`src/rtl/dfmhc_pkg.sv`:
```
// ----------------------------------------------------------------------------
// dfmhc_pkg
// Shared types and constants of the dragonfly minimal hop count block.
// ----------------------------------------------------------------------------
package dfmhc_pkg;

  localparam int ADDR_W     = 8;
  localparam int HOP_W      = 3;
  localparam int GC_W       = 9;
  localparam int LPGP_W     = 5;
  localparam int GPPR_W     = 7;
  localparam int CFG_IDX_W  = 2;
  localparam int CFG_DATA_W = 9;
  localparam int PORT_W     = 32;
  localparam int BOUND_W    = ADDR_W + GPPR_W + 1;

  localparam int DEF_MAX_LINK_WEIGHT = 16;

  localparam logic [CFG_IDX_W-1:0] REG_GROUP_COUNT = 2'd0;
  localparam logic [CFG_IDX_W-1:0] REG_LINKS_PER_PAIR = 2'd1;
  localparam logic [CFG_IDX_W-1:0] REG_GPORTS_PER_ROUTER = 2'd2;

  localparam logic [GC_W-1:0]   RST_GROUP_COUNT = 9'd9;
  localparam logic [LPGP_W-1:0] RST_LINKS_PER_PAIR = 5'd1;
  localparam logic [GPPR_W-1:0] RST_GPORTS_PER_ROUTER = 7'd4;

  localparam logic [HOP_W-1:0] HOP_SAME_ROUTER = 3'd1;
  localparam logic [HOP_W-1:0] HOP_SAME_GROUP = 3'd2;
  localparam logic [HOP_W-1:0] HOP_GLOBAL_BASE = 3'd2;
  localparam logic [HOP_W-1:0] HOP_WORST = 3'd4;

  typedef struct packed {
    logic load;
    logic step;
  } ctl_cmd_t;

  typedef struct packed {
    logic skip;
    logic last;
  } dp_stat_t;

endpackage

```
`src/rtl/dfmhc_ctrl.sv`:
```
// ----------------------------------------------------------------------------
// dfmhc_ctrl
// Controller: accepts an item, sequences the link weight loop, holds the
// result until it is taken.
// ----------------------------------------------------------------------------
module dfmhc_ctrl (
  input  logic                clk,
  input  logic                rst,
  input  logic                in_valid,
  output logic                in_ready,
  output logic                out_valid,
  input  logic                out_ready,
  input  dfmhc_pkg::dp_stat_t stat,
  output dfmhc_pkg::ctl_cmd_t cmd
);
  import dfmhc_pkg::*;

  typedef enum logic [2:0] {
    S_IDLE = 3'b001,
    S_LOOP = 3'b010,
    S_DONE = 3'b100
  } state_t;

  state_t state, state_next;

  always_comb begin
    state_next = state;
    cmd.load   = 1'b0;
    cmd.step   = 1'b0;
    in_ready   = 1'b0;
    out_valid  = 1'b0;
    unique case (state)
      S_IDLE: begin
        in_ready = 1'b1;
        if (in_valid) begin
          cmd.load   = 1'b1;
          state_next = stat.skip ? S_DONE : S_LOOP;
        end
      end
      S_LOOP: begin
        cmd.step = 1'b1;
        if (stat.last) begin
          state_next = S_DONE;
        end
      end
      S_DONE: begin
        out_valid = 1'b1;
        if (out_ready) begin
          state_next = S_IDLE;
        end
      end
      default: state_next = S_IDLE;
    endcase
  end

  always_ff @(posedge clk) begin
    if (rst) begin
      state <= S_IDLE;
    end else begin
      state <= state_next;
    end
  end

endmodule

```
`src/rtl/dfmhc_dpath.sv`:
```
// ----------------------------------------------------------------------------
// dfmhc_dpath
// Datapath: global port accumulators, router bound compare and running
// minimum of the hop count.
// ----------------------------------------------------------------------------
module dfmhc_dpath #(
  parameter int MAX_LINK_WEIGHT = dfmhc_pkg::DEF_MAX_LINK_WEIGHT
) (
  input  logic                              clk,
  input  logic [dfmhc_pkg::ADDR_W-1:0]      src_router,
  input  logic [dfmhc_pkg::ADDR_W-1:0]      src_group,
  input  logic [dfmhc_pkg::ADDR_W-1:0]      dst_router,
  input  logic [dfmhc_pkg::ADDR_W-1:0]      dst_group,
  input  logic [dfmhc_pkg::GC_W-1:0]        group_count,
  input  logic [dfmhc_pkg::LPGP_W-1:0]      links_per_group_pair,
  input  logic [dfmhc_pkg::GPPR_W-1:0]      global_ports_per_router,
  input  dfmhc_pkg::ctl_cmd_t               cmd,
  output dfmhc_pkg::dp_stat_t               stat,
  output logic [dfmhc_pkg::HOP_W-1:0]       hop_count
);
  import dfmhc_pkg::*;

  localparam int LIM_W = $clog2(MAX_LINK_WEIGHT + 1);

  logic [PORT_W-1:0]  port_src, port_dst;
  logic [BOUND_W-1:0] lo_src, hi_src, lo_dst, hi_dst;
  logic [LIM_W-1:0]   cnt;
  logic [HOP_W-1:0]   best;

  logic [LIM_W-1:0]  limit;
  logic [PORT_W-1:0] gc_ext, step_amt, fwd, rev;
  logic [BOUND_W-1:0] lo_src_in, lo_dst_in;
  logic              no_ports, miss_src, miss_dst;
  logic [HOP_W-1:0]  hops;

  always_comb begin
    if (32'(links_per_group_pair) > 32'(MAX_LINK_WEIGHT)) begin
      limit = LIM_W'(MAX_LINK_WEIGHT);
    end else begin
      limit = LIM_W'(links_per_group_pair);
    end
  end

  assign gc_ext   = PORT_W'(group_count);
  assign step_amt = gc_ext - PORT_W'(1);
  // forward and reverse group offsets, wrapping 32-bit arithmetic
  assign fwd = (dst_group < src_group) ?
               (PORT_W'(dst_group) + gc_ext) - PORT_W'(src_group) :
               PORT_W'(dst_group) - PORT_W'(src_group);
  assign rev = gc_ext - fwd;

  assign lo_src_in = BOUND_W'(src_router) * BOUND_W'(global_ports_per_router);
  assign lo_dst_in = BOUND_W'(dst_router) * BOUND_W'(global_ports_per_router);

  assign stat.skip = (src_group == dst_group) || (limit == '0);
  assign stat.last = ({1'b0, cnt} + (LIM_W+1)'(1)) == {1'b0, limit};

  // router == port / gppr  iff  router*gppr <= port < (router+1)*gppr
  assign no_ports = (global_ports_per_router == '0);
  assign miss_src = no_ports || (port_src < PORT_W'(lo_src)) ||
                    (port_src >= PORT_W'(hi_src));
  assign miss_dst = no_ports || (port_dst < PORT_W'(lo_dst)) ||
                    (port_dst >= PORT_W'(hi_dst));
  assign hops = HOP_GLOBAL_BASE + HOP_W'(miss_src) + HOP_W'(miss_dst);

  always_ff @(posedge clk) begin
    if (cmd.load) begin
      port_src <= fwd - PORT_W'(1);
      port_dst <= rev - PORT_W'(1);
      lo_src   <= lo_src_in;
      hi_src   <= lo_src_in + BOUND_W'(global_ports_per_router);
      lo_dst   <= lo_dst_in;
      hi_dst   <= lo_dst_in + BOUND_W'(global_ports_per_router);
      cnt      <= '0;
      if (src_group == dst_group) begin
        best <= (src_router == dst_router) ? HOP_SAME_ROUTER : HOP_SAME_GROUP;
      end else begin
        best <= HOP_WORST;
      end
    end else if (cmd.step) begin
      port_src <= port_src + step_amt;
      port_dst <= port_dst + step_amt;
      cnt      <= cnt + LIM_W'(1);
      if (hops < best) begin
        best <= hops;
      end
    end
  end

  assign hop_count = best;

endmodule

```
`src/rtl/dragonfly_minimal_hop_count_top.sv`:
```
// ----------------------------------------------------------------------------
// dragonfly_minimal_hop_count_top
// Minimal router hop count between two dragonfly router addresses.
// ----------------------------------------------------------------------------
// result: valid in the cycle after accept for same group or zero weight,
//   else after min(links_per_group_pair, MAX_LINK_WEIGHT) weights are tried
// throughput: a new item is taken only once the result is taken; the weight
//   loop tries one global link weight per cycle on a single compare unit
// reset: configuration registers return to 9, 1, 4; block idle, ready high
module dragonfly_minimal_hop_count_top #(
  parameter int MAX_LINK_WEIGHT = dfmhc_pkg::DEF_MAX_LINK_WEIGHT
) (
  input  logic                               clk,
  input  logic                               rst,
  input  logic                               cfg_we,
  input  logic [dfmhc_pkg::CFG_IDX_W-1:0]    cfg_index,
  input  logic [dfmhc_pkg::CFG_DATA_W-1:0]   cfg_data,
  input  logic                               in_valid,
  output logic                               in_ready,
  input  logic [dfmhc_pkg::ADDR_W-1:0]       src_router,
  input  logic [dfmhc_pkg::ADDR_W-1:0]       src_group,
  input  logic [dfmhc_pkg::ADDR_W-1:0]       dst_router,
  input  logic [dfmhc_pkg::ADDR_W-1:0]       dst_group,
  output logic                               out_valid,
  input  logic                               out_ready,
  output logic [dfmhc_pkg::HOP_W-1:0]        hop_count
);
  import dfmhc_pkg::*;

  logic [GC_W-1:0]   group_count;
  logic [LPGP_W-1:0] links_per_group_pair;
  logic [GPPR_W-1:0] global_ports_per_router;

  ctl_cmd_t cmd;
  dp_stat_t stat;

  always_ff @(posedge clk) begin
    if (rst) begin
      group_count             <= RST_GROUP_COUNT;
      links_per_group_pair    <= RST_LINKS_PER_PAIR;
      global_ports_per_router <= RST_GPORTS_PER_ROUTER;
    end else if (cfg_we) begin
      unique case (cfg_index)
        REG_GROUP_COUNT:       group_count <= cfg_data[GC_W-1:0];
        REG_LINKS_PER_PAIR:    links_per_group_pair <= cfg_data[LPGP_W-1:0];
        REG_GPORTS_PER_ROUTER: global_ports_per_router <= cfg_data[GPPR_W-1:0];
        default: ;
      endcase
    end
  end

  dfmhc_ctrl u_ctrl (
    .clk       (clk),
    .rst       (rst),
    .in_valid  (in_valid),
    .in_ready  (in_ready),
    .out_valid (out_valid),
    .out_ready (out_ready),
    .stat      (stat),
    .cmd       (cmd)
  );

  dfmhc_dpath #(
    .MAX_LINK_WEIGHT (MAX_LINK_WEIGHT)
  ) u_dpath (
    .clk                     (clk),
    .src_router              (src_router),
    .src_group               (src_group),
    .dst_router              (dst_router),
    .dst_group               (dst_group),
    .group_count             (group_count),
    .links_per_group_pair    (links_per_group_pair),
    .global_ports_per_router (global_ports_per_router),
    .cmd                     (cmd),
    .stat                    (stat),
    .hop_count               (hop_count)
  );

endmodule
```
`config.mk`:
```
export PLATFORM = sky130hd
export DESIGN_NAME = dragonfly_minimal_hop_count_top
export DESIGN_NICKNAME = d
export VERILOG_FILES = /design/src/rtl/dfmhc_pkg.sv /design/src/rtl/dfmhc_ctrl.sv /design/src/rtl/dfmhc_dpath.sv /design/src/rtl/dragonfly_minimal_hop_count_top.sv
export SDC_FILE = /design/constraint.sdc
export NUM_CORES = 1
export LEC_CHECK = 0
export CORE_MARGIN = 2
export CORE_UTILIZATION = 45
export DETAILED_ROUTE_END_ITERATION = 10
export DONT_BUFFER_PORTS = 1
export SLEW_MARGIN = 20
export SYNTH_ARGS = -nofsm -noshare
export SYNTH_HDL_FRONTEND = slang
export SYNTH_HIERARCHICAL = 1
export SYNTH_SLANG_ARGS = --single-unit
```
`constraint.sdc`:
```
create_clock -name clk -period 8.7 [get_ports clk]
set_input_delay 1.305 -clock clk [delete_from_list [all_inputs] [get_ports clk]]
set_output_delay 1.305 -clock clk [all_outputs]
set_load 0.03 [all_outputs]
```
### Word-level counts from Yosys, hierarchy flattened

Cells that the tools add are included.

* bits in registers: 158
* bits of input ports: 48
* output and inout bits: 5
* logic and storage cells: 83

* $add $sub $neg: 15
* multipliers: 2
* order comparisons: 7
* eq/ne operators: 11
* multiplexer cells: 21
* reductions and logical operators: 15

Operators by type and width (number)
* 32-bit two-way mux: 5
* 32-bit adder: 2
* 32-bit by 16-bit greater-or-equal comparator with 1-bit output: 2
* 32-bit by 15-bit less-than comparator with 1-bit output: 2
* 32-bit by 1-bit subtractor with 32-bit output, second input constant: 2
* 15-bit by 7-bit adder with 16-bit output: 2
* 32-bit by 8-bit subtractor with 32-bit output: 1
* 9-bit by 32-bit subtractor with 32-bit output: 1
* 8-bit by 7-bit multiplier with 15-bit output: 2
* 3-bit two-way mux: 8
* 8-bit == test: 2
* 8-bit by 9-bit adder with 10-bit output: 1
* 9-bit by 1-bit subtractor with 10-bit output, second input constant: 1
* 3-bit one-hot mux with 3 select lines: 1
* 8-bit by 8-bit subtractor with 9-bit output: 1
* 8-bit less-than comparator: 1
* 2-bit AND reduction: 4
* 7-bit zero test: 1
* 5-bit by 1-bit adder with 6-bit output, second input constant: 1
* 6-bit by 5-bit == test with 1-bit output: 1
* 2-bit inequality test, second input constant: 3
* 5-bit by 1-bit adder with 5-bit output, second input constant: 1
* 5-bit > comparator, second input constant: 1
* 5-bit zero test: 1
* 15 further kinds: 24

### Depth between registers and ports, before layout

Gate-level depths: netlist of the first run.

* word-level depth: 9
* gate-level depth with buffers: 23
* depth with buffers taken out: 22

### By module

Netlist of the first run, hierarchy kept.

By module, submodules not included
* dfmhc_dpath: instances 1, cells each 1732, area an instance 15981.6 µm², seq. area each 3973.8 µm²
* dragonfly_minimal_hop_count_top: instances 1, cells each 86, area an instance 897.1 µm², seq. area each 420.4 µm²
* dfmhc_ctrl: instances 1, cells each 18, area an instance 160.2 µm², seq. area each 60.1 µm²

### Least setup slack after synthesis of the first run

No wires, ideal clock.

* path kind: input port to flip-flop
* start point: in src_router[3] (netlist bit)
* end point: reg u_dpath.hi_src[14], data pin
* library setup time: 0.266 ns
* arrival time: 5.389 ns
* required time: 8.434 ns
* slack: 3.045 ns
* stages on the path: 18
* path buffers: 0
* cells stage by stage: and2_1 > fa_1 > inv_1 > fa_1 > inv_1 > fa_1 > inv_1 > fa_1 > inv_1 > ha_1 > o21ai_0 > a21oi_1 > o41ai_2 > nor2b_1 > o311ai_2 > nand4_1 > nor3_1 > xor2_1

* cells in the longest elaborated chain, start to end: 2

Ends and longest elaborated chain
* start: declaration: RTL line dragonfly_minimal_hop_count_top.sv:20 `input logic [dfmhc_pkg::ADDR_W-1:0] src_router,`
* 8-bit by 7-bit multiplier with 15-bit output: RTL line dfmhc_dpath.sv:52 `assign lo_src_in = BOUND_W'(src_router) * BOUND_W'(global_ports_per_router);`
* net u_dpath.lo_src_in[12]: RTL line dfmhc_dpath.sv:32 `logic [BOUND_W-1:0] lo_src_in, lo_dst_in;`
* 15-bit by 7-bit adder with 16-bit output: RTL line dfmhc_dpath.sv:71 `hi_src <= lo_src_in + BOUND_W'(global_ports_per_router);`
* end signal: assignment: RTL line dfmhc_dpath.sv:71
* end: declaration: RTL line dfmhc_dpath.sv:26 `logic [BOUND_W-1:0] lo_src, hi_src, lo_dst, hi_dst;`

The timed path passes the listed nets, and every way through them passes these cells.
A chain may end at the register's enable or synchronous reset.

### Final worst setup path of the first run

* start point: in src_group[1] (netlist bit)
* end point: reg u_dpath.port_dst[30], data pin

* cells in the longest elaborated chain, start to end: 5
* elaborated cells between the ends (all ways): 7
* those cells by class: add/sub: 4; order compare: 1; mux: 2

Ends and longest elaborated chain
* start: declaration: RTL line dragonfly_minimal_hop_count_top.sv:21 `input logic [dfmhc_pkg::ADDR_W-1:0] src_group,`
* 32-bit by 8-bit subtractor with 32-bit output (tied with other cells): RTL line dfmhc_dpath.sv:48 `(PORT_W'(dst_group) + gc_ext) - PORT_W'(src_group) :`
* 32-bit two-way mux (*): RTL line dfmhc_dpath.sv:47 `assign fwd = (dst_group < src_group) ?`
* 9-bit by 32-bit subtractor with 32-bit output (*): RTL line dfmhc_dpath.sv:50 `assign rev = gc_ext - fwd;`
* 32-bit by 1-bit subtractor with 32-bit output (*): RTL line dfmhc_dpath.sv:69 `port_dst <= rev - PORT_W'(1);`
* 32-bit two-way mux (*): RTL line dfmhc_dpath.sv:67 `if (cmd.load) begin`
* end signal: assignment: RTL line dfmhc_dpath.sv:69
* end signal: assignment: RTL line dfmhc_dpath.sv:82 `port_dst <= port_dst + step_amt;`
* end: declaration: RTL line dfmhc_dpath.sv:25 `logic [PORT_W-1:0] port_src, port_dst;`

Mark *: on every way between the ends. The rest lies on a longest branch, timed or not.

==> flow_summary_export.csv, run 1 <==
group,metric,value,unit
floorplan,rows,71,
routing,first_pass_iters,5,
routing,route.vias.total,13000,
grt,grt_max_degree,68,
worst_setup_path,worstSetupEndpointType,"register",
synth,synth.area.top_cells,"edfxtp_1 (23%), ha_1 (18%), fa_1 (8.5%)",
cts,post_cts_buffers,0,
timing,slew_violations,0,
synth,synthAdderAreaFrac,26.5,%
worst_hold_path,worstHoldStart,"links_per_group_pair[3]",
cts,post_cts_resized,0,
timing,relSlewSlack,24.1,%
worst_setup_path,crit_path_max_incr_delay,0.57,ns
worst_setup_path,crit_type,"input pin to register",
timing,setup_violations,0,
synth,ys_types,93,
cts,cts_tree,"built",
timing,post-route-period-util,65.9,%
synth,syn_area,17000,sq um
cts,cts.clk_slew.worst_paths,0.08,ns
timing,period_minus_slack,5.74,ns
synth,ys_ff_latch,158,
power,power.density,160,nW/um^2
synth,synth_top_family_by_area,"adder cells",
worst_setup_path,reg2reg_slack,3.29,ns
place,place_hpwl,31.4,mm
timing,whs,0.531,ns
finish,drive_gt1_share,4.43,%
flow_run,cap_violations,0,
synth,yosysTopAreaCellShare,22.7,%
floorplan,die_height,199,um
synth,synth_top_area_cell,"edfxtp_1",
worst_setup_path,timing.rr.start,"group_count[2]",
synth,syn-num-nets,2202,
worst_hold_path,hold_path_end,"links_per_group_pair[3]",
timing,fin_skew,0.0200,ns
timing,fmax,174,MHz
synth,synth.avg_cell_area,9.28,sq um
grt,antenna_found_initial,0,
worst_hold_path,hold_class,"register to register",
floorplan,dieArea,39400,sq um
place,portBuffers,0,
worst_setup_path,r2r_cells,17,
worst_setup_path,path_max_fanout,16,
grt,grt_pass1_vias,13000,
cts,cts_buffer_depth,2,
cts,clkLatencyLatePin,0.45,ns
routing,routed_wl,40.3,mm
grt,grt-ovfl-total,0,
floorplan,ioPinCount,53,
cts,root_buffer,"clkbuf_16",
worst_hold_path,holdPathStages,2,
grt,grt_pass1_wl,66.9,mm
timing,worst_slew_pin_slew,1.14,ns
synth,synth-compound-area-share,16.5,%
cts,cts.hold.buffers_added,0,
cts,h-tree-depth,4,
synth,yosysSeqAreaShare,26.1,%
synth,synth-edff-count,129,
worst_setup_path,path_cells,"inv_1 > ha_1 > nor2b_1 > o21a_1 > o31ai_2 > a211oi_2 > nor2_2 > nor2_1 > a21oi_1 > ha_1 > inv_1 > fa_1 > nor2b_1 > o21ai_0 > a21boi_0 > o21ai_0 > a21oi_1 > o31a_1 > o21ai_0 > ha_1 > and2_1 > a31o_2",
synth,ys_warn_count,6,
floorplan,start_util,45.5,%
finish,diodes,0,
grt,track_usage,21.3,%
floorplan,die_w,199,um
routing,drt_iter0_drc,773,
routing,drtAntennaViolNets,0,
worst_setup_path,r2r_end,"u_dpath/port_src[26]",
cts,cts_buffers,17,
synth,synthXorXnorAreaFrac,7.35,%
power,peakVddDrop,123,uV
routing,route.detailed.drc,0,
cts,cts.sinks,158,
worst_setup_path,critPathSlowestCell,"nor2_2",
floorplan,core,37500,sq um
outcome,status,"finished clean",
timing,finalHoldViolCount,0,
timing,rsz0062_at_grt,"no",
power,p_leak,8.35,nW
finish,nets,2202,
routing,routed_via_density,5.50,
synth,async_flop_share,0,%
synth,synthSimpleGateAreaFrac,16.0,%
synth,synth-main-ff-cell,"edfxtp_1",
worst_setup_path,crit_required,8.91,ns
place,gp_congestion,0.893,
finish,syn_to_final_growth,7.09,%
worst_setup_path,cp-start-kind,"input pin",
synth,synthCells,1836,
timing,tns,0,ns
routing,wire_per_inst,17.1,um
worst_setup_path,crit_arrival,5.94,ns
synth,muxShareOfSynthArea,2.27,%
## cell usage in the layout, fill, tap and decap left out, drive strengths merged, types with 9 or more instances in the layout
master  count
ha        246
inv       212
edfxtp    129
nand2     126
a21oi     113
o21ai     101
nor2       93
and2       88
xnor2      83
fa         72
xor2       60
a21o       54
nand2b     38
mux2i      33
nand3      33
dfxtp      29
nor2b      25
o21a       21
nor3       21
clkbuf     20
nand4      18
a211oi     15
buf        14
o21bai     14
nor4       13
and3       13
nand3b      9
o211ai      9
a21boi      9
## through the flow
stage | worst slack (ns) | power, mW | cells | area, sq um | utilization, %
after CTS | 3.05 | 2.95 | 2360 | 18200 | 48.7
final | 2.96 | 2.93 | 2360 | 18200 | 48.7
after global placement | 2.81 | 2.14 | 2328 | 17700 | 47.1
after detailed placement | 2.63 | 2.17 | 2328 | 17700 | 47.1
after floorplan | 3.04 | 1.89 | 1836 | 17000 | -
after global routing | 2.58 | 3.14 | 2360 | 18200 | 48.7
## Yosys cell counts (all sizes together) (8+ instances only)
cell type	instances
o21ai	101
nand3	33
inv	202
a211oi	15
o21bai	14
o21a	21
xnor2	83
a31oi	8
mux2i	33
nand3b	9
nand2	126
nor2	93
and3	13
a21oi	113
nor2b	25
xor2	60
o31ai	8
o211ai	9
nand4	18
a21boi	9
and2	88
clkbuf	29
edfxtp	129
ha	246
nand2b	38
fa	72
a21o	54
a2111oi	8
nor4	13
nor3	21
dfxtp	29
## power breakdown
part	leakage (nW)	switching, mW	total, mW	internal, mW
clock	0.293	0.354	0.766	0.412
combinational	6.58	0.646	1.10	0.458
sequential	1.48	0.0836	1.06	0.974
## per-layer routing
layer  up-vias  routed length, um  GRT usage (%)
li1       6522                  -              -
met4         0                962           6.94
met5         -                  0              0
met3        51               1050           2.26
met2       216              18400           35.1
met1      6183              19800           29.4
## cell type report
type	count	area (sq um)
fill	3602	19200
inverter	204	771
clock inverter	12	110
multi-input combinational	1441	11700
sequential	158	4450
clock buffer	20	479
tap	511	639
timing repair buffer	14	105
## worst max-delay path: cells and delay by family
kind / cells / cell delay (ns)
AOI/OAI and AO/OA: 11 / 2.29
adders and majority gates: 4 / 1.18
buffers and inverters: 2 / 0.11
and+or+nand+nor: 5 / 1.05
## logic make-up (layout without fill, tap and decap cells)
group | after synthesis | in the layout
DFF | 158 | 158
muxes | 38 | 38
buffers and inverters | 237 | 250
AOI/OAI and AO/OA | 424 | 424
and+or+nand+nor | 518 | 518
adders and majority gates | 318 | 318
xor gates and xnor gates | 143 | 143
## registers in the layout, indices dropped and copies added, names as in the netlist
register and cells:
global_ports_per_router 7, group_count 9, links_per_group_pair 5, u_ctrl/state 3
u_dpath/cnt 5, u_dpath/hi_dst 16, u_dpath/hi_src 16, u_dpath/hop_count 3
u_dpath/lo_dst 15, u_dpath/lo_src 15, u_dpath/port_dst 32, u_dpath/port_src 32
## worst max path at each step
stage / startpoint / to / slack [ns] / cells past startpoint
floorplan: src_router[3] / u_dpath/hi_src[14] / 3.04 / 18
global placement: src_group[1] / u_dpath/port_dst[30] / 2.81 / 22
detailed placement: src_group[1] / u_dpath/port_dst[30] / 2.63 / 22
CTS: src_group[1] / u_dpath/port_dst[30] / 3.05 / 22
global route: src_group[1] / u_dpath/port_dst[30] / 2.58 / 22
finish: src_group[1] / u_dpath/port_dst[30] / 2.96 / 22
Power figures use the tool's default switching activity.
==> run 2: changes to the inputs <==
==> constraint.sdc (replaced) <==
create_clock -name clk -period 5.6 [get_ports clk]
set_input_delay 0.84 -clock clk [delete_from_list [all_inputs] [get_ports clk]]
set_output_delay 0.84 -clock clk [all_outputs]
set_load 0.03 [all_outputs]
==> run 2 against run 1 <==
Net effect: first-iteration DRC count is 0.13% higher; total power is 56% higher; worst hold slack worse by 0.075 ns; register-to-register slack worse by 3.0 ns; core utilization is 0.33 points higher; via count is 0.82% higher; sequential power is 55% higher; die area stayed put; global-route usage is 0.35 points higher; cell area is 0.69% higher; final cell count is 0.76% higher; critical path type is now register to register; highest routed layer unchanged.
==> flow_summary_export.csv, run 2 (synthesis gave the netlist of run 1 again) <==
group,metric,value,unit
outcome,status,"finished clean",
timing,relSlewSlack,27.9,%
worst_setup_path,crit_arrival,5.47,ns
power,peakVddDrop,204,uV
floorplan,dieArea,39400,sq um
grt,antenna_found_initial,0,
worst_setup_path,crit_path_max_incr_delay,0.61,ns
finish,drive_gt1_share,5.41,%
routing,drt_iter0_drc,774,
cts,cts_tree,"built",
finish,final_cell_mix,"ha_1 (246), inv_1 (200), edfxtp_1 (129)",
routing,routed_via_density,5.50,
timing,fin_skew,0.0165,ns
finish,nets,2220,
grt,track_usage,21.7,%
timing,worst_slew_pin_slew,1.07,ns
timing,post-route-period-util,94.4,%
floorplan,rows,71,
timing,whs,0.456,ns
power,power.density,249,nW/um^2
worst_setup_path,path_cells,"nand2_1 > fa_1 > fa_1 > inv_1 > fa_1 > inv_1 > fa_1 > inv_1 > ha_1 > o21a_1 > a211oi_1 > o31ai_1 > o21ai_0 > o31a_1 > nand4_1 > nor3_1 > xnor2_1",
routing,route.detailed.drc,0,
floorplan,core,37500,sq um
worst_setup_path,critPathSlowestCell,"dfxtp_1",
power,p_clk_share,25.8,%
grt,grt_pass1_wl,67.7,mm
grt,grt_pass1_vias,13000,
place,gp_congestion,0.877,
finish,diodes,0,
routing,first_pass_iters,5,
worst_setup_path,worstSetupEndpointType,"register",
cts,root_buffer,"clkbuf_16",
cts,cts_buffers,17,
routing,route.vias.total,13100,
floorplan,start_util,45.5,%
cts,h-tree-depth,4,
floorplan,ioPinCount,53,
cts,cts.sinks,158,
finish,syn_to_final_growth,7.83,%
timing,fmax,189,MHz
finish,mostFrequentLayoutCell,"ha_1",
flow_run,cap_violations,0,
power,switching_share,37.1,%
power,p_seq_share,36.0,%
grt,grt-ovfl-total,0,
floorplan,die_w,199,um
cts,cts.clk_slew.worst_paths,0.07,ns
routing,drtAntennaViolNets,0,
finish,reg_top3,"u_dpath/port_dst x32, u_dpath/port_src x32",
worst_setup_path,crit_type,"register to register",
timing,rsz0062_at_grt,"no",
worst_setup_path,cp-start-kind,"register",
worst_setup_path,crit_path_frequent_cell,"fa_1",
worst_setup_path,path_max_fanout,9,
routing,wire_per_inst,17.4,um
timing,tns,0,ns
place,portBuffers,0,
grt,grt_max_degree,63,
routing,routed_wl,41.3,mm
power,p_sw,1.70,mW
place,place_hpwl,32.5,mm
cts,post_cts_resized,0,
power,p_leak,8.42,nW
cts,clkLatencyLatePin,0.45,ns
timing,finalHoldViolCount,0,
timing,slew_violations,0,
cts,cts_buffer_depth,2,
power,p_int,2.87,mW
worst_setup_path,crit_required,5.79,ns
floorplan,die_height,199,um
power,pwr-share-comb,38.2,%
timing,period_minus_slack,5.29,ns
timing,setup_violations,0,
worst_hold_path,hold_class,"input pin to register",
cts,cts.hold.buffers_added,0,
-- run 2: changes by cell type in the layout (fill, tap and decap cells not counted), sizes merged --
cell / previous run / this run
bufinv: 0 / 1
clkinvlp: 0 / 3
buf: 14 / 32
clkbuf: 20 / 17
inv: 212 / 211
-- run 2: power by group through the flow --
| stage | Clock (mW) | Sequential, mW | Combinational [mW] |
|---|---|---|---|
| after floorplan | 0 | 1.61 | 1.32 |
| after global placement | 0 | 1.67 | 1.69 |
| after detailed placement | 0 | 1.67 | 1.72 |
| after CTS | 1.21 | 1.65 | 1.74 |
| after global routing | 1.25 | 1.66 | 1.98 |
| final | 1.18 | 1.64 | 1.74 |
-- run 2: per-layer routing --
| metal | up-vias | global-route usage, % | part of all wire [%] |
|---|---|---|---|
| li1 | 6570 | - | - |
| met1 | 6211 | 29.9 | 49 |
| met2 | 253 | 35.6 | 46 |
| met3 | 45 | 2.58 | 3.2 |
| met4 | 0 | 6.63 | 2.2 |
| met5 | - | 0 | 0 |
-- run 2: final cells by class --
cell class | count | area (sq um)
flip-flops and latches | 158 | 4450
multi-input cells | 1441 | 11700
fillers | 3592 | 19100
inverters | 204 | 771
well taps | 511 | 639
clock inverters | 15 | 149
repair buffers | 32 | 240
clock buffers | 17 | 425
-- run 2: stage by stage --
step	instance area, sq um	cells	util [%]	power (mW)	setup slack (ns)
2_1_floorplan	17000	1836	-	2.93	0.410
3_3_place_gp	17800	2345	47.4	3.36	0.221
3_5_place_dp	17800	2345	47.5	3.39	0.0904
4_1_cts	18400	2377	49.0	4.59	0.328
5_1_grt	18400	2378	49.0	4.89	0.0100
6_report	18400	2378	49.0	4.57	0.314
-- run 2: critical path, delay by kind of cell, from the launching register on --
family,cells,cell delay (ns)
buffers and inverters,3,0.14
AO/OA/AOI/OAI,5,1.12
AND/OR/NAND/NOR,3,0.59
adder cells (fa/ha/maj),5,2.44
flip-flops,1,0.61
XOR/XNOR,1,0.10
-- run 2: worst paths after layout --
check	to	cells after the start	slack [ns]	startpoint
setup / recovery	u_dpath/hi_dst[14]	17	0.31	global_ports_per_router[6]
hold / removal	u_ctrl/state[2]	1	0.46	rst
setup reg to reg	u_dpath/hi_dst[14]	17	0.31	global_ports_per_router[6]
hold reg to reg	links_per_group_pair[2]	2	0.51	links_per_group_pair[2]
-- run 2: timing repair --
action	in CTS	in global routing
buffers inserted	0	1
endpoints found under the hold margin	0	0
setup endpoints to repair	0	1
==> run 3: changes to the inputs <==
--- a/config.mk
+++ b/config.mk
@@ -7,6 +7,7 @@
 export LEC_CHECK = 0
 export CORE_MARGIN = 2
 export CORE_UTILIZATION = 45
+export CTS_CLUSTER_DIAMETER = 30
 export DETAILED_ROUTE_END_ITERATION = 10
 export DONT_BUFFER_PORTS = 1
 export SLEW_MARGIN = 20
==> constraint.sdc (replaced) <==
create_clock -name clk -period 5.1 [get_ports clk]
set_input_delay 0.765 -clock clk [delete_from_list [all_inputs] [get_ports clk]]
set_output_delay 0.765 -clock clk [all_outputs]
set_load 0.03 [all_outputs]
==> run 3 against run 2 <==
Net effect: critical path depth up 1; clock skew down 0.0027 ns; final cell count up 1.4%; critical endpoint is now u_dpath/hi_dst[13]; non-clock buffer count up 33; total power up 11%; die area unchanged; clock power up 9%; first-iteration DRC count up 5.6%; core utilization up 0.94 points; combinational power up 13%; via count up 1.3%.
==> flow_summary_export.csv, run 3 (synthesis gave the netlist of run 1 again) <==
group,metric,value,unit
outcome,status,"finished clean",
routing,wire_per_inst,17.2,um
worst_setup_path,crit_buf_inv,2,
cts,cts.clk_slew.worst_paths,0.07,ns
worst_hold_path,worstHoldStart,"rst",
cts,cts_tree,"built",
floorplan,die_height,199,um
floorplan,die_w,199,um
timing,final.setup.worst_slack,0.289,ns
timing,post-route-period-util,94.3,%
floorplan,ioPinCount,53,
finish,mostFrequentLayoutCell,"ha_1",
grt,grt_pass1_wl,68.2,mm
timing,slew_violations,0,
finish,diodes,0,
floorplan,core,37500,sq um
worst_setup_path,crit_path_max_incr_delay,0.50,ns
timing,setup_violations,0,
finish,drive_gt1_share,7.95,%
worst_setup_path,crit_path_frequent_cell,"ha_1",
finish,nets,2253,
worst_setup_path,crit_arrival,5.00,ns
worst_setup_path,path_cells,"buf_4 > nand2_1 > fa_1 > inv_1 > ha_1 > ha_1 > fa_1 > ha_1 > nor2b_1 > o21ai_0 > nor2b_1 > xnor2_1 > ha_1 > nand2_1 > o21ai_0 > nand3_1 > nor2_1 > xnor2_1",
grt,grt_pass1_vias,13100,
worst_setup_path,critPathSlowestCell,"fa_1",
timing,finalHoldViolCount,0,
place,portBuffers,0,
power,peakVddDrop,237,uV
floorplan,dieArea,39400,sq um
power,p_leak,8.62,nW
worst_setup_path,r2r_cells,18,
cts,clkLatencyLatePin,0.44,ns
worst_setup_path,reg2reg_slack,0.29,ns
flow_run,cap_violations,0,
worst_hold_path,hold_path_end,"u_ctrl/state[2]",
grt,grt-ovfl-total,0,
routing,route.detailed.drc,0,
worst_setup_path,timing.rr.start,"global_ports_per_router[2]",
cts,root_buffer,"clkbuf_16",
worst_hold_path,hold_class,"input pin to register",
grt,antenna_found_initial,0,
finish,syn_to_final_growth,9.91,%
timing,fin_skew,0.0139,ns
routing,routed_wl,41.4,mm
finish,reg_top3,"u_dpath/port_dst x32, u_dpath/port_src x32",
timing,worst_slew_pin_slew,1.16,ns
worst_setup_path,crit_family,"adder cells",
cts,cts_buffers,17,
floorplan,rows,71,
routing,routed_via_density,5.50,
place,dp_slack,-0.180,ns
timing,whs,0.385,ns
routing,first_pass_iters,8,
cts,cts_buffer_depth,2,
routing,drt_iter0_drc,817,
grt,grt_max_degree,71,
finish,final_cell_mix,"ha_1 (245), inv_1 (199), edfxtp_1 (129)",
worst_setup_path,r2r_end,"u_dpath/hi_dst[13]",
timing,fmax,208,MHz
worst_setup_path,path_max_fanout,9,
routing,drtAntennaViolNets,0,
worst_setup_path,worstSetupEndpointType,"register",
timing,relSlewSlack,22.3,%
place,gp_congestion,0.896,
power,power.density,270,nW/um^2
worst_setup_path,crit_type,"register to register",
cts,cts.hold.buffers_added,0,
worst_hold_path,holdPathStages,1,
worst_setup_path,cp-start-kind,"register",
cts,cts.sinks,158,
routing,route.vias.total,13300,
floorplan,start_util,45.5,%
place,place_hpwl,32.6,mm
cts,h-tree-depth,4,
timing,period_minus_slack,4.81,ns
worst_setup_path,crit_required,5.29,ns
grt,track_usage,21.8,%
worst_setup_path,cp.depth,18,
[run 3: changes by cell type in the layout (fill, tap and decap cells not counted), sizes merged]
cell / change
inv: -1
buf: +33
clkinv: +2
clkinvlp: -1
[run 3: what timing repair did]
action                                  CTS  global route
gates resized for setup                   2            16
buffers inserted                          0             6
endpoints found under the setup margin    3            22
hold endpoints to repair                  0             0
pin swaps                                 0             8
[run 3: worst max-delay path by stage]
stage	start	end
6_report	global_ports_per_router[2]	u_dpath/hi_dst[13]
5_1_grt	global_ports_per_router[6]	u_dpath/hi_dst[15]
4_1_cts	global_ports_per_router[3]	u_dpath/hi_dst[15]
3_5_place_dp	dst_router[3]	u_dpath/hi_dst[15]
3_3_place_gp	dst_router[3]	u_dpath/hi_dst[14]
2_1_floorplan	src_router[3]	u_dpath/hi_src[14]
[run 3: area by class of cell]
cell class,instances,area [sq um]
fillers,3549,18800
well taps,511,639
inverters,204,771
clock inverters,15,150
multi-input cells,1441,11800
flip-flops and latches,158,4470
repair buffers,65,513
clock buffers,17,425
[run 3: power breakdown]
group | leakage [nW] | switching (mW) | internal (mW)
registers | 1.48 | 0.143 | 1.66
logic | 6.86 | 1.12 | 0.845
clock network | 0.279 | 0.600 | 0.689
[run 3: routing by layer]
metal | track usage, % | vias up | routed length (um)
li1 | - | 6618 | -
met1 | 30.0 | 6363 | 20100
met2 | 36.0 | 232 | 19100
met3 | 2.81 | 39 | 1440
met4 | 5.94 | 0 | 820
met5 | 0 | - | 0
[run 3: stage by stage]
step | setup TNS, ns | util, % | area [sq um] | std cells | power, mW
6_report | 0 | 50.0 | 18700 | 2411 | 5.06
5_1_grt | -0.00157 | 50.0 | 18700 | 2411 | 5.43
4_1_cts | 0 | 49.7 | 18600 | 2405 | 5.09
3_5_place_dp | -1.13 | 48.1 | 18000 | 2373 | 3.77
3_3_place_gp | -0.487 | 48.1 | 18000 | 2373 | 3.73
2_1_floorplan | 0 | - | 17100 | 1836 | 3.22
